**src/hdl/plbs_pkg.sv**
```systemverilog
// ----------------------------------------------------------------------------
// plbs_pkg
// Shared types, codes and the fixed pattern table of the priority LED blink
// sequencer.
// ----------------------------------------------------------------------------
package plbs_pkg;

  localparam int LED_COUNT_DEF   = 4;
  localparam int PRIO_LEVELS_DEF = 11;

  localparam logic [1:0] OP_TICK  = 2'd0;
  localparam logic [1:0] OP_START = 2'd1;
  localparam logic [1:0] OP_STOP  = 2'd2;

  localparam logic [1:0] MODE_KEEP_ON  = 2'd0;
  localparam logic [1:0] MODE_KEEP_OFF = 2'd1;
  localparam logic [1:0] MODE_ON_OFF   = 2'd2;
  localparam logic [1:0] MODE_OFF_ON   = 2'd3;

  localparam logic [7:0]  COUNT_FOREVER = 8'hFF;
  localparam logic [16:0] PHASE_MAX     = 17'h1FFFF;

  typedef struct packed {
    logic [1:0]  mode;
    logic [7:0]  count;
    logic [15:0] on_time;
    logic [15:0] off_time;
  } pattern_t;

  function automatic pattern_t pat_lookup(input logic [2:0] led, input logic [3:0] lvl);
    pattern_t p;
    p = '{MODE_KEEP_OFF, 8'd0, 16'd0, 16'd0};
    if (led == 3'd0) begin
      case (lvl)
        4'd0:    p = '{MODE_ON_OFF, 8'd1, 16'd10000, 16'd0};
        4'd1:    p = '{MODE_ON_OFF, 8'd3, 16'd2500, 16'd2500};
        4'd2:    p = '{MODE_ON_OFF, 8'd5, 16'd3000, 16'd3000};
        4'd3:    p = '{MODE_ON_OFF, COUNT_FOREVER, 16'd5000, 16'd5000};
        4'd4:    p = '{MODE_ON_OFF, 8'd1, 16'd10000, 16'd0};
        4'd5:    p = '{MODE_ON_OFF, 8'd3, 16'd1000, 16'd1000};
        4'd6:    p = '{MODE_ON_OFF, 8'd3, 16'd3000, 16'd3000};
        4'd7:    p = '{MODE_ON_OFF, COUNT_FOREVER, 16'd3000, 16'd3000};
        4'd8:    p = '{MODE_KEEP_ON, 8'd0, 16'd0, 16'd0};
        4'd9:    p = '{MODE_KEEP_ON, 8'd0, 16'd0, 16'd0};
        4'd10:   p = '{MODE_ON_OFF, COUNT_FOREVER, 16'd1080, 16'd1080};
        default: p = '{MODE_KEEP_OFF, 8'd0, 16'd0, 16'd0};
      endcase
    end
    return p;
  endfunction

  // lamp level of a pattern at phase zero
  function automatic logic phase0_lamp(input pattern_t p);
    logic lit;
    lit = 1'b0;
    case (p.mode)
      MODE_KEEP_ON:  lit = 1'b1;
      MODE_KEEP_OFF: lit = 1'b0;
      default: begin
        if (p.on_time != 16'd0) begin
          lit = (p.mode == MODE_ON_OFF);
        end else if (p.off_time != 16'd0) begin
          lit = (p.mode != MODE_ON_OFF);
        end else begin
          lit = 1'b0;
        end
      end
    endcase
    return lit;
  endfunction

endpackage

```
**src/hdl/priority_led_blink_sequencer.sv**
```systemverilog
// ----------------------------------------------------------------------------
// priority_led_blink_sequencer
// Per-LED priority request tracking with blink pattern playback.
// ----------------------------------------------------------------------------
// Usage:
//   The in_ channel carries one item per tick, start or stop request
//   (in_opcode, in_led_select, in_request_priority). Each accepted item
//   yields exactly one item on the out_ channel: lamp levels of all LEDs
//   after the item, plus active level and pending mask of the addressed LED.
//   An item is taken when valid is high and stall is low on its channel.
//   An accepted item passes the input register, then the result register.
//   Throughput: one item per cycle while out_stall is low, set by the
//   single combinational pass from the input register into the per-LED
//   state and result registers. When the receiver stalls, the result
//   register holds and one more item can wait in the input register;
//   in_stall rises only when both are full. Reset (rst_n low, synchronous)
//   clears all requests, makes every LED inactive and dark, and empties
//   both registers.
// ----------------------------------------------------------------------------
module priority_led_blink_sequencer #(
  parameter int LED_COUNT       = plbs_pkg::LED_COUNT_DEF,
  parameter int PRIORITY_LEVELS = plbs_pkg::PRIO_LEVELS_DEF
) (
  input  logic        clk,
  input  logic        rst_n,
  input  logic        in_valid,
  output logic        in_stall,
  input  logic [1:0]  in_opcode,
  input  logic [1:0]  in_led_select,
  input  logic [3:0]  in_request_priority,
  output logic        out_valid,
  input  logic        out_stall,
  output logic [3:0]  out_lamp_levels,
  output logic [3:0]  out_active_level,
  output logic [10:0] out_pending_mask
);
  import plbs_pkg::*;

  localparam int LW = $clog2(PRIORITY_LEVELS + 1);
  localparam int PL = PRIORITY_LEVELS;
  localparam logic [LW-1:0] NONE = LW'(PRIORITY_LEVELS);

  function automatic logic [LW-1:0] lowest(input logic [PL-1:0] bits);
    logic [LW-1:0] r;
    r = NONE;
    for (int j = PL - 1; j >= 0; j--) begin
      if (bits[j]) begin
        r = LW'(j);
      end
    end
    return r;
  endfunction

  logic          s1_v_r;
  logic [1:0]    s1_op_r;
  logic [1:0]    s1_led_r;
  logic [3:0]    s1_prio_r;
  logic          adv;
  logic          prio_ok;

  logic [PL-1:0] req_r   [LED_COUNT];
  logic [LW-1:0] act_r   [LED_COUNT];
  logic [7:0]    cnt_r   [LED_COUNT];
  logic [16:0]   ph_r    [LED_COUNT];
  logic [LED_COUNT-1:0] lamp_r;

  logic [PL-1:0] req_nxt [LED_COUNT];
  logic [LW-1:0] act_nxt [LED_COUNT];
  logic [7:0]    cnt_nxt [LED_COUNT];
  logic [16:0]   ph_nxt  [LED_COUNT];
  logic [LED_COUNT-1:0] lamp_nxt;

  logic          out_v_r;
  logic [3:0]    lamp_out_r;
  logic [3:0]    act_out_r;
  logic [10:0]   mask_out_r;
  logic [3:0]    act_out_nxt;
  logic [10:0]   mask_out_nxt;

  assign in_stall = s1_v_r && out_v_r && out_stall;
  assign adv      = s1_v_r && !(out_v_r && out_stall);
  assign prio_ok  = {1'b0, s1_prio_r} < 5'(PRIORITY_LEVELS);

  for (genvar i = 0; i < LED_COUNT; i++) begin : g_led
    always_comb begin
      logic [PL-1:0] rq;
      logic [LW-1:0] ac;
      logic [7:0]    ct;
      logic [16:0]   ph;
      logic          lp;
      logic          hit;
      logic [PL-1:0] pbit;
      pattern_t      pa;
      pattern_t      pn;
      logic [LW-1:0] nx;
      logic [16:0]   on17;
      logic [16:0]   tot;
      logic [7:0]    cd;
      rq   = req_r[i];
      ac   = act_r[i];
      ct   = cnt_r[i];
      ph   = ph_r[i];
      lp   = lamp_r[i];
      hit  = ({1'b0, s1_led_r} == 3'(i)) && prio_ok;
      pbit = PL'(1) << s1_prio_r;
      pa   = pat_lookup(3'(i), 4'(ac));
      pn   = pa;
      nx   = NONE;
      on17 = '0;
      tot  = '0;
      cd   = '0;

      case (s1_op_r)
        OP_TICK: begin
          if (ac < NONE && (pa.mode == MODE_ON_OFF || pa.mode == MODE_OFF_ON) &&
              ph != PHASE_MAX) begin
            ph = ph + 17'd1;
          end
        end
        OP_START: begin
          if (hit) begin
            rq = rq | pbit;
            if ({1'b0, s1_prio_r} <= 5'(ac)) begin
              nx = lowest(rq);
              ac = nx;
              pn = pat_lookup(3'(i), 4'(nx));
              ct = pn.count;
              ph = '0;
            end
          end
        end
        OP_STOP: begin
          if (hit && (rq & pbit) != '0) begin
            rq = rq & ~pbit;
            if ({1'b0, s1_prio_r} <= 5'(ac)) begin
              lp = 1'b0;
              nx = lowest(rq);
              ac = nx;
              if (nx < NONE) begin
                pn = pat_lookup(3'(i), 4'(nx));
                ct = pn.count;
                ph = '0;
              end
            end
          end
        end
        default: ;
      endcase

      // evaluate the active pattern
      if (ac < NONE) begin
        pa = pat_lookup(3'(i), 4'(ac));
        case (pa.mode)
          MODE_KEEP_ON:  lp = 1'b1;
          MODE_KEEP_OFF: lp = 1'b0;
          default: begin
            on17 = {1'b0, pa.on_time};
            tot  = on17 + {1'b0, pa.off_time};
            if (ph < on17) begin
              lp = (pa.mode == MODE_ON_OFF);
            end else if (ph < tot) begin
              lp = (pa.mode != MODE_ON_OFF);
            end else begin
              ph = '0;
              cd = (ct != 8'd0 && ct != COUNT_FOREVER) ? ct - 8'd1 : ct;
              ct = cd;
              if (cd != 8'd0) begin
                lp = phase0_lamp(pa);
              end else begin
                rq = rq & ~(PL'(1) << ac);
                nx = lowest(rq);
                ac = nx;
                lp = 1'b0;
                if (nx < NONE) begin
                  pn = pat_lookup(3'(i), 4'(nx));
                  ct = pn.count;
                  lp = phase0_lamp(pn);
                end
              end
            end
          end
        endcase
      end

      req_nxt[i]  = rq;
      act_nxt[i]  = ac;
      cnt_nxt[i]  = ct;
      ph_nxt[i]   = ph;
      lamp_nxt[i] = lp;
    end
  end

  always_comb begin
    act_out_nxt  = 4'(PRIORITY_LEVELS);
    mask_out_nxt = '0;
    for (int k = 0; k < LED_COUNT; k++) begin
      if ({1'b0, s1_led_r} == 3'(k)) begin
        act_out_nxt  = 4'(act_nxt[k]);
        mask_out_nxt = 11'(req_nxt[k]);
      end
    end
  end

  always_ff @(posedge clk) begin
    if (!rst_n) begin
      s1_v_r  <= 1'b0;
      out_v_r <= 1'b0;
      lamp_r  <= '0;
      for (int k = 0; k < LED_COUNT; k++) begin
        req_r[k] <= '0;
        act_r[k] <= NONE;
        cnt_r[k] <= '0;
        ph_r[k]  <= '0;
      end
    end else begin
      if (!in_stall) begin
        s1_v_r <= in_valid;
      end
      if (adv) begin
        out_v_r <= 1'b1;
        lamp_r  <= lamp_nxt;
        for (int k = 0; k < LED_COUNT; k++) begin
          req_r[k] <= req_nxt[k];
          act_r[k] <= act_nxt[k];
          cnt_r[k] <= cnt_nxt[k];
          ph_r[k]  <= ph_nxt[k];
        end
      end else if (!out_stall) begin
        out_v_r <= 1'b0;
      end
    end
  end

  always_ff @(posedge clk) begin
    if (in_valid && !in_stall) begin
      s1_op_r   <= in_opcode;
      s1_led_r  <= in_led_select;
      s1_prio_r <= in_request_priority;
    end
    if (adv) begin
      lamp_out_r <= 4'(lamp_nxt);
      act_out_r  <= act_out_nxt;
      mask_out_r <= mask_out_nxt;
    end
  end

  assign out_valid        = out_v_r;
  assign out_lamp_levels  = lamp_out_r;
  assign out_active_level = act_out_r;
  assign out_pending_mask = mask_out_r;

endmodule

```
**config.mk**
```make
export PLATFORM = sky130hd
export DESIGN_NAME = priority_led_blink_sequencer
export DESIGN_NICKNAME = d
export VERILOG_FILES = /design/src/hdl/plbs_pkg.sv /design/src/hdl/priority_led_blink_sequencer.sv
export SDC_FILE = /design/constraint.sdc
export NUM_CORES = 1
export LEC_CHECK = 0
export BUFFER_PORTS_ARGS = -buffer_cell sky130_fd_sc_hd__buf_2
export CAP_MARGIN = 30
export CORE_ASPECT_RATIO = 0.7
export CORE_MARGIN = 5
export CORE_UTILIZATION = 60
export CTS_CLUSTER_SIZE = 20
export DETAILED_ROUTE_END_ITERATION = 8
export PLACE_DENSITY = 0.76
export SLEW_MARGIN = 5
export SYNTH_ARGS = -nofsm -noshare
export SYNTH_HDL_FRONTEND = slang
export SYNTH_SLANG_ARGS = --single-unit
```
**constraint.sdc**
```tcl
create_clock -name clk -period 7.3 [get_ports clk]
set_clock_uncertainty 0.15 [all_clocks]
set_input_delay 1.46 -clock clk [delete_from_list [all_inputs] [get_ports clk]]
set_output_delay 1.46 -clock clk [all_outputs]
set_load 0.05 [all_outputs]
```
Word-level counts from Yosys, hierarchy flattened
Memories as Yosys holds them, arrays and structs flattened.
Cells that the tools add are included.
Word-level totals
  flip-flop bits (word level): 33
  bits in writable memories: 160
  bits in read-only memories: 2640
  bits of input ports: 12
  output and inout bits: 21
  memories kept: 9
Cells by class
  add/sub/neg operators: 3
  order comparisons: 17
  eq/ne operators: 34
  shifts and indexed selects: 2
  mux-type cells: 284
  bitwise operators: 31
  reductions and logical operators: 37
Memories
  (name not given): words 16, bits a word 33, read ports 1, clocked after memory_dff 0, write ports 0, line plbs_pkg.sv:34  | case (lvl)
  (name not given): words 16, bits a word 33, read ports 1, clocked after memory_dff 0, write ports 0, line plbs_pkg.sv:34
  (name not given): words 16, bits a word 33, read ports 1, clocked after memory_dff 0, write ports 0, line plbs_pkg.sv:34
  (name not given): words 16, bits a word 33, read ports 1, clocked after memory_dff 0, write ports 0, line plbs_pkg.sv:34
  (name not given): words 16, bits a word 33, read ports 1, clocked after memory_dff 0, write ports 0, line plbs_pkg.sv:34
  ph_r: words 4, bits a word 17, read ports 1, clocked after memory_dff 0, write ports 4, line priority_led_blink_sequencer.sv:64  | logic [16:0] ph_r [LED_COUNT];
  3 more memories
Operator list (number)
  4-bit two-way mux: 139
  17-bit two-way mux: 29
  42-bit two-way mux: 7
  8-bit two-way mux: 31
  11-bit two-way mux: 21
  17-bit case mux with 2 select lines: 3
  11-bit bitwise AND: 9
  11-bit case mux with 2 select lines: 4
  8-bit case mux with 2 select lines: 4
  16-bit nonzero test: 4
  17-bit case mux with 3 select lines: 1
  4-bit < comparator, second input constant: 11
  11-bit OR: 4
  11-bit nonzero test: 4
  1-bit two-way mux: 39
  4-bit case mux with 2 select lines: 4
  2-bit != test, second input constant: 11
  11-bit inverter: 2
  1-bit by 4-bit << shifter with 11-bit output, first input constant: 2
  7-bit AND reduction: 3
  3-bit != test, second input constant: 6
  16-bit by 16-bit adder with 17-bit output: 1
  17-bit by 1-bit adder with 17-bit output, second input constant: 1
  17-bit by 16-bit < comparator with 1-bit output: 1
  other kinds (17): 67

Longest topological paths before layout
  word-level depth: 56
  depth in mapped cells: 34

Worst setup path after synthesis
Ideal clock, no wire load.
  kind: reg2reg
  start point: register s1_prio_r[1]
  end point: memory act_r[0][1] (netlist bit), data pin
  setup time: 0.265 ns
  arrival: 6.223 ns
  required time: 6.885 ns
  slack: 0.662 ns
  stages on the path, launching flop included: 34
  path buffers: 6
  period minus slack after synthesis: 6.638 ns
  cell sequence: edfxtp_1 -> buf_6 -> buf_6 -> buf_2 -> and4bb_2 -> buf_2 -> nor2_1 -> o21ai_1 -> o211ai_1 -> a21oi_1 -> or4_1 -> a21oi_1 -> a221o_1 -> inv_1 -> ha_1 -> and3_1 -> clkbuf_1 -> a21oi_1 -> fa_1 -> ha_1 -> o21a_1 -> o21a_1 -> o21a_1 -> o21a_1 -> o21ai_0 -> a21oi_1 -> o31a_1 -> o21ai_0 -> nand3b_1 -> and2_1 -> clkbuf_1 -> nand4_1 -> nor2_1 -> or3_1
RTL lines
  start: declaration: line priority_led_blink_sequencer.sv:57  | logic [3:0] s1_prio_r;
  start signal: assignment: line priority_led_blink_sequencer.sv:238  | s1_prio_r <= in_request_priority;
  end: declaration: line priority_led_blink_sequencer.sv:62  | logic [LW-1:0] act_r [LED_COUNT];

Worst setup path after layout
  start point: register s1_prio_r[1]
  end point: register act_out_r[0], in the netlist out_active_level[0], data pin
On the way
  longest elaborated chain between the ends: 48
  elaborated cells on any way between the ends: 215
  classes of those cells: add/sub (2); order compare (9); eq/ne (2); shift (2); mux (165); bitwise (15); reduce/logical (17); memory (3)
RTL lines
  branches (longest 47 deep; another with 1-bit by 4-bit << shifter with 11-bit output)
  4-bit two-way mux *: line priority_led_blink_sequencer.sv:197  | if ({1'b0, s1_led_r} == 3'(k)) begin
  via act_out_nxt[0]: line priority_led_blink_sequencer.sv:77  | logic [3:0] act_out_nxt;
  end signal: assignment: line priority_led_blink_sequencer.sv:242  | act_out_r <= act_out_nxt;
  end: declaration: line priority_led_blink_sequencer.sv:75  | logic [3:0] act_out_r;
Mark *: on every way through the listed nets, which the timed path passes. The select of a mux whose other input is x is not followed.
A chain may end at the register's enable or synchronous reset.

==> results.md <==
* CTS root buffer: clkbuf_16
* Top Ports at 33
* Die area at 21700 um^2
* Post-Place Cells at ~1.6k
* DP Area at ~12000 um^2
* Seq cells post-synth at 118
* Finished Layout Cells at 1651
* Final period util at 96.3%
* CP most frequent cell: o21a_1
* Synth Area in Adders at roughly 6.5%
* Worst Setup Start Kind: flip-flop
* Net Sw Frac at between 30% and 40%
* Detailed placement HPWL at 30200 um
* Syn. warnings at 0
* WL final at 41200 um
* Rel. slew slack at between 30% and 40%
* First-pass GRT wire length at 63100 um
* Highest clock rate at 142 MHz
* Crit path arrival time at between 7000 and 8000 ps
* Vert. Die Dim at 125 um
* Setup violators final at 0
* Worst slew pin tran at roughly 900 ps
* Most frequent cells in the layout: 169 x nand2_1, 139 x nor2_1, 112 x edfxtp_1, 108 x o21ai_0, 93 x a21oi_1
* Layout area overhead at 10.4%
* Hold WC Path Type: flip-flop to flip-flop
* Commonest non-fill, non-tap cell in the layout: nand2_1
* Clk Latency, worst-skew pair at 440 ps
* Vias in the first global route at 10.5k
* Initial Util at 60.3%
* Status: complete, no violations
* Worst setup EP type: flip-flop
* Cell area after synthesis at 11300 um^2
* Mapped Avg Cell Area at roughly 8 um^2
* Synth Area in Compound Gates at 29.8%
* Internal at 0.00158 W
* Dpl ws at roughly 240 ps
* Share of cells above drive strength 1 at 13.8%
* Mapped Nets at 1439
* Gr ovfl total at 0
* Routed Antenna Nets at 0
* Number of flops mapped to enable cells by yosys at 112
* Largest family of logic cells by synthesized area: compound AO/OA/AOI/OAI gates
* Final WS setup at 267 ps
* Peak per-stage delay on the critical path at about 520 ps
* Core area at 18700 um^2
* CTS Buffer Depth at 2
* Reg clk slew, reported paths at about 70 ps
* Synth Area in XOR/XNOR at less than 1%
* Largest net degree at the start of global routing at 53
* Total negative slack at 0 ps
* DRT Pass-1 Iters at 6
* Gate power share at approximately 30%
* Via count at between 10k and 15k
* CTS Sinks at around 120
* RSZ-0062 raised after global routing: yes
* Worst IR Drop VDD at between 0.2 and 0.25 mV
* Final Cell Area at 12500 um^2
* Global Route Usage Sum at 37.0%
* CTS Buf Count at 17
* Net Sw Power at 0.000879 W
* IO Port Bufs at 32
* CTS HTree Levels at 4
* HP Start: lamp_r[0]$_SDFFE_PN0P_
* Mux contribution to synthesized area at 2.63%
* RR Startpoint: s1_prio_r[1]$_DFFE_PP_
* DR vias/cell at 7.28
* Wire per inst at 25.0 um
* Total Nets Final at 1466
* Final critical-path required period at 7030 ps
* Slew Limit Fails at 0
* Die W at between 150 and 200 um
* Syn Inst Count at 1369
* DRC Markers at 0
* Critical path type: flip-flop to flip-flop
* Yosys cell types at about 120
* P_leak at 4.78 nW
* Simple-Gate Fraction of Synth Area at 24.2%
* Post-layout util at 66.6%
* Critical Path RT at ~7300 ps
* Pwr dens at 198 nW/um^2
* Critical path fanouts, max at 9
* Ant diodes at 0
* TritonCTS clock tree: yes
* Async set-reset flop share out of synthesis at 0%
* Ys flop type: edfxtp_1
* Filler Cell Count at 1553
* Final hold violation count at 0
* Clock network power share at 35.8%
* Sequential share of the synthesized area at 30.9%
* Crit. Startpoint: s1_prio_r[1]$_DFFE_PP_
* RePlAce Congestion at 1.08
* Antenna violations before repair at 0
* Max-Cap Viols at 0
* Worst path slowest cell: edfxtp_1
* Seq pwr share at 34.2%
* Floorplan row count at between 40 and 50
* Drt initial violations at 2449
critical path, delay by kind of cell (launching register included):
family / cells / cell delay, ps
multiplexers: 2 / 560
buffers and inverters: 4 / 720
AO/OA/AOI/OAI: 13 / 2440
adder cells (fa/ha/maj): 3 / 970
flip-flops: 1 / 520
AND/OR/NAND/NOR: 7 / 1370
cells in the mapped netlist, drive strengths merged, types with 14 or more instances:
| cell | number | area share (%) |
|---|---|---|
| inv | 46 | 1.5 |
| o31ai | 14 | 1.1 |
| nor2 | 142 | 4.8 |
| a31oi | 25 | 1.4 |
| nand2 | 172 | 5.7 |
| a211oi | 16 | 1.3 |
| and3 | 30 | 1.7 |
| mux2i | 18 | 1.6 |
| a21oi | 95 | 4.3 |
| ha | 57 | 6.3 |
| and2 | 21 | 1.2 |
| edfxtp | 112 | 30 |
| o22ai | 16 | 0.94 |
| nor2b | 16 | 0.89 |
| clkbuf | 55 | 1.8 |
| a22oi | 45 | 3.0 |
| a21o | 19 | 1.3 |
| nor3 | 38 | 1.8 |
| nand4 | 17 | 0.94 |
| nand3 | 30 | 1.3 |
| o211ai | 17 | 1.3 |
| o21ai | 113 | 5.0 |
| buf | 32 | 2.1 |
cell type report:
type                    count  area (um^2)  share of cell area [%]
multi-input cells        1114         7200                    57.8
flip-flops and latches    118         3480                    28.0
repair buffers             95          678                    5.45
clock buffers              21          450                    3.62
well taps                 242          303                    2.43
inverters                  50          188                    1.51
clock inverters            11          150                    1.21
logic make-up (layout without fill, tap and decap cells):
family	count (synthesis)	count (layout)
flops	118	118
fa+ha+maj	58	58
compound gates	481	481
mux	28	28
xor+xnor	5	5
buf+inv	137	177
simple gates	542	542
power groups by stage:
stage | sequential (W) | clock (W) | combinational [W]
finish | 0.000843 | 0.000881 | 0.000739
global route | 0.000845 | 0.000918 | 0.000792
global placement | 0.000851 | 0 | 0.000685
floorplan | 0.000852 | 0 | 0.000487
CTS | 0.000838 | 0.000886 | 0.000701
detailed placement | 0.000851 | 0 | 0.000693
path summary, 6_finish.rpt:
check,to,slack [ps],depth (start not counted)
worst max-delay path,out_active_level[0]$_DFFE_PP_,270,29
worst min-delay path,lamp_r[0]$_SDFFE_PN0P_,390,2
worst max register to register,out_active_level[0]$_DFFE_PP_,270,29
worst min register to register,lamp_r[0]$_SDFFE_PN0P_,390,2
sequential cells by signal, indices dropped and copies added (netlist names), 2 cells and up:
signal and count:
s1_op_r 2, cnt_r 8, s1_prio_r 4, lamp_r 4
s1_led_r 2, out_pending_mask 11, act_r 16, req_r 44
out_lamp_levels 4, out_active_level 4, ph_r 17
what timing repair did:
item | 4_1_cts | 5_1_grt
setup buffers | 0 | 6
resized for setup | 0 | 8
hold buffers | 0 | 0
setup endpoints to repair | 0 | 42
routing by layer:
metal	GRT usage (%)	vias up	routed length (um)
met5	0	-	0
met4	9.26	0	1040
met3	16.1	113	7480
met2	46.2	1019	15100
met1	57.0	5632	17600
li1	-	5257	-
per-stage QoR:
stage / total power [W] / hold WS (ps)
2_1_floorplan: 0.00134 / 297
3_3_place_gp: 0.00154 / 314
3_5_place_dp: 0.00154 / 332
4_1_cts: 0.00243 / 392
5_1_grt: 0.00256 / 412
6_report: 0.00246 / 387
Note: power is estimated with default switching activity, not from simulation.
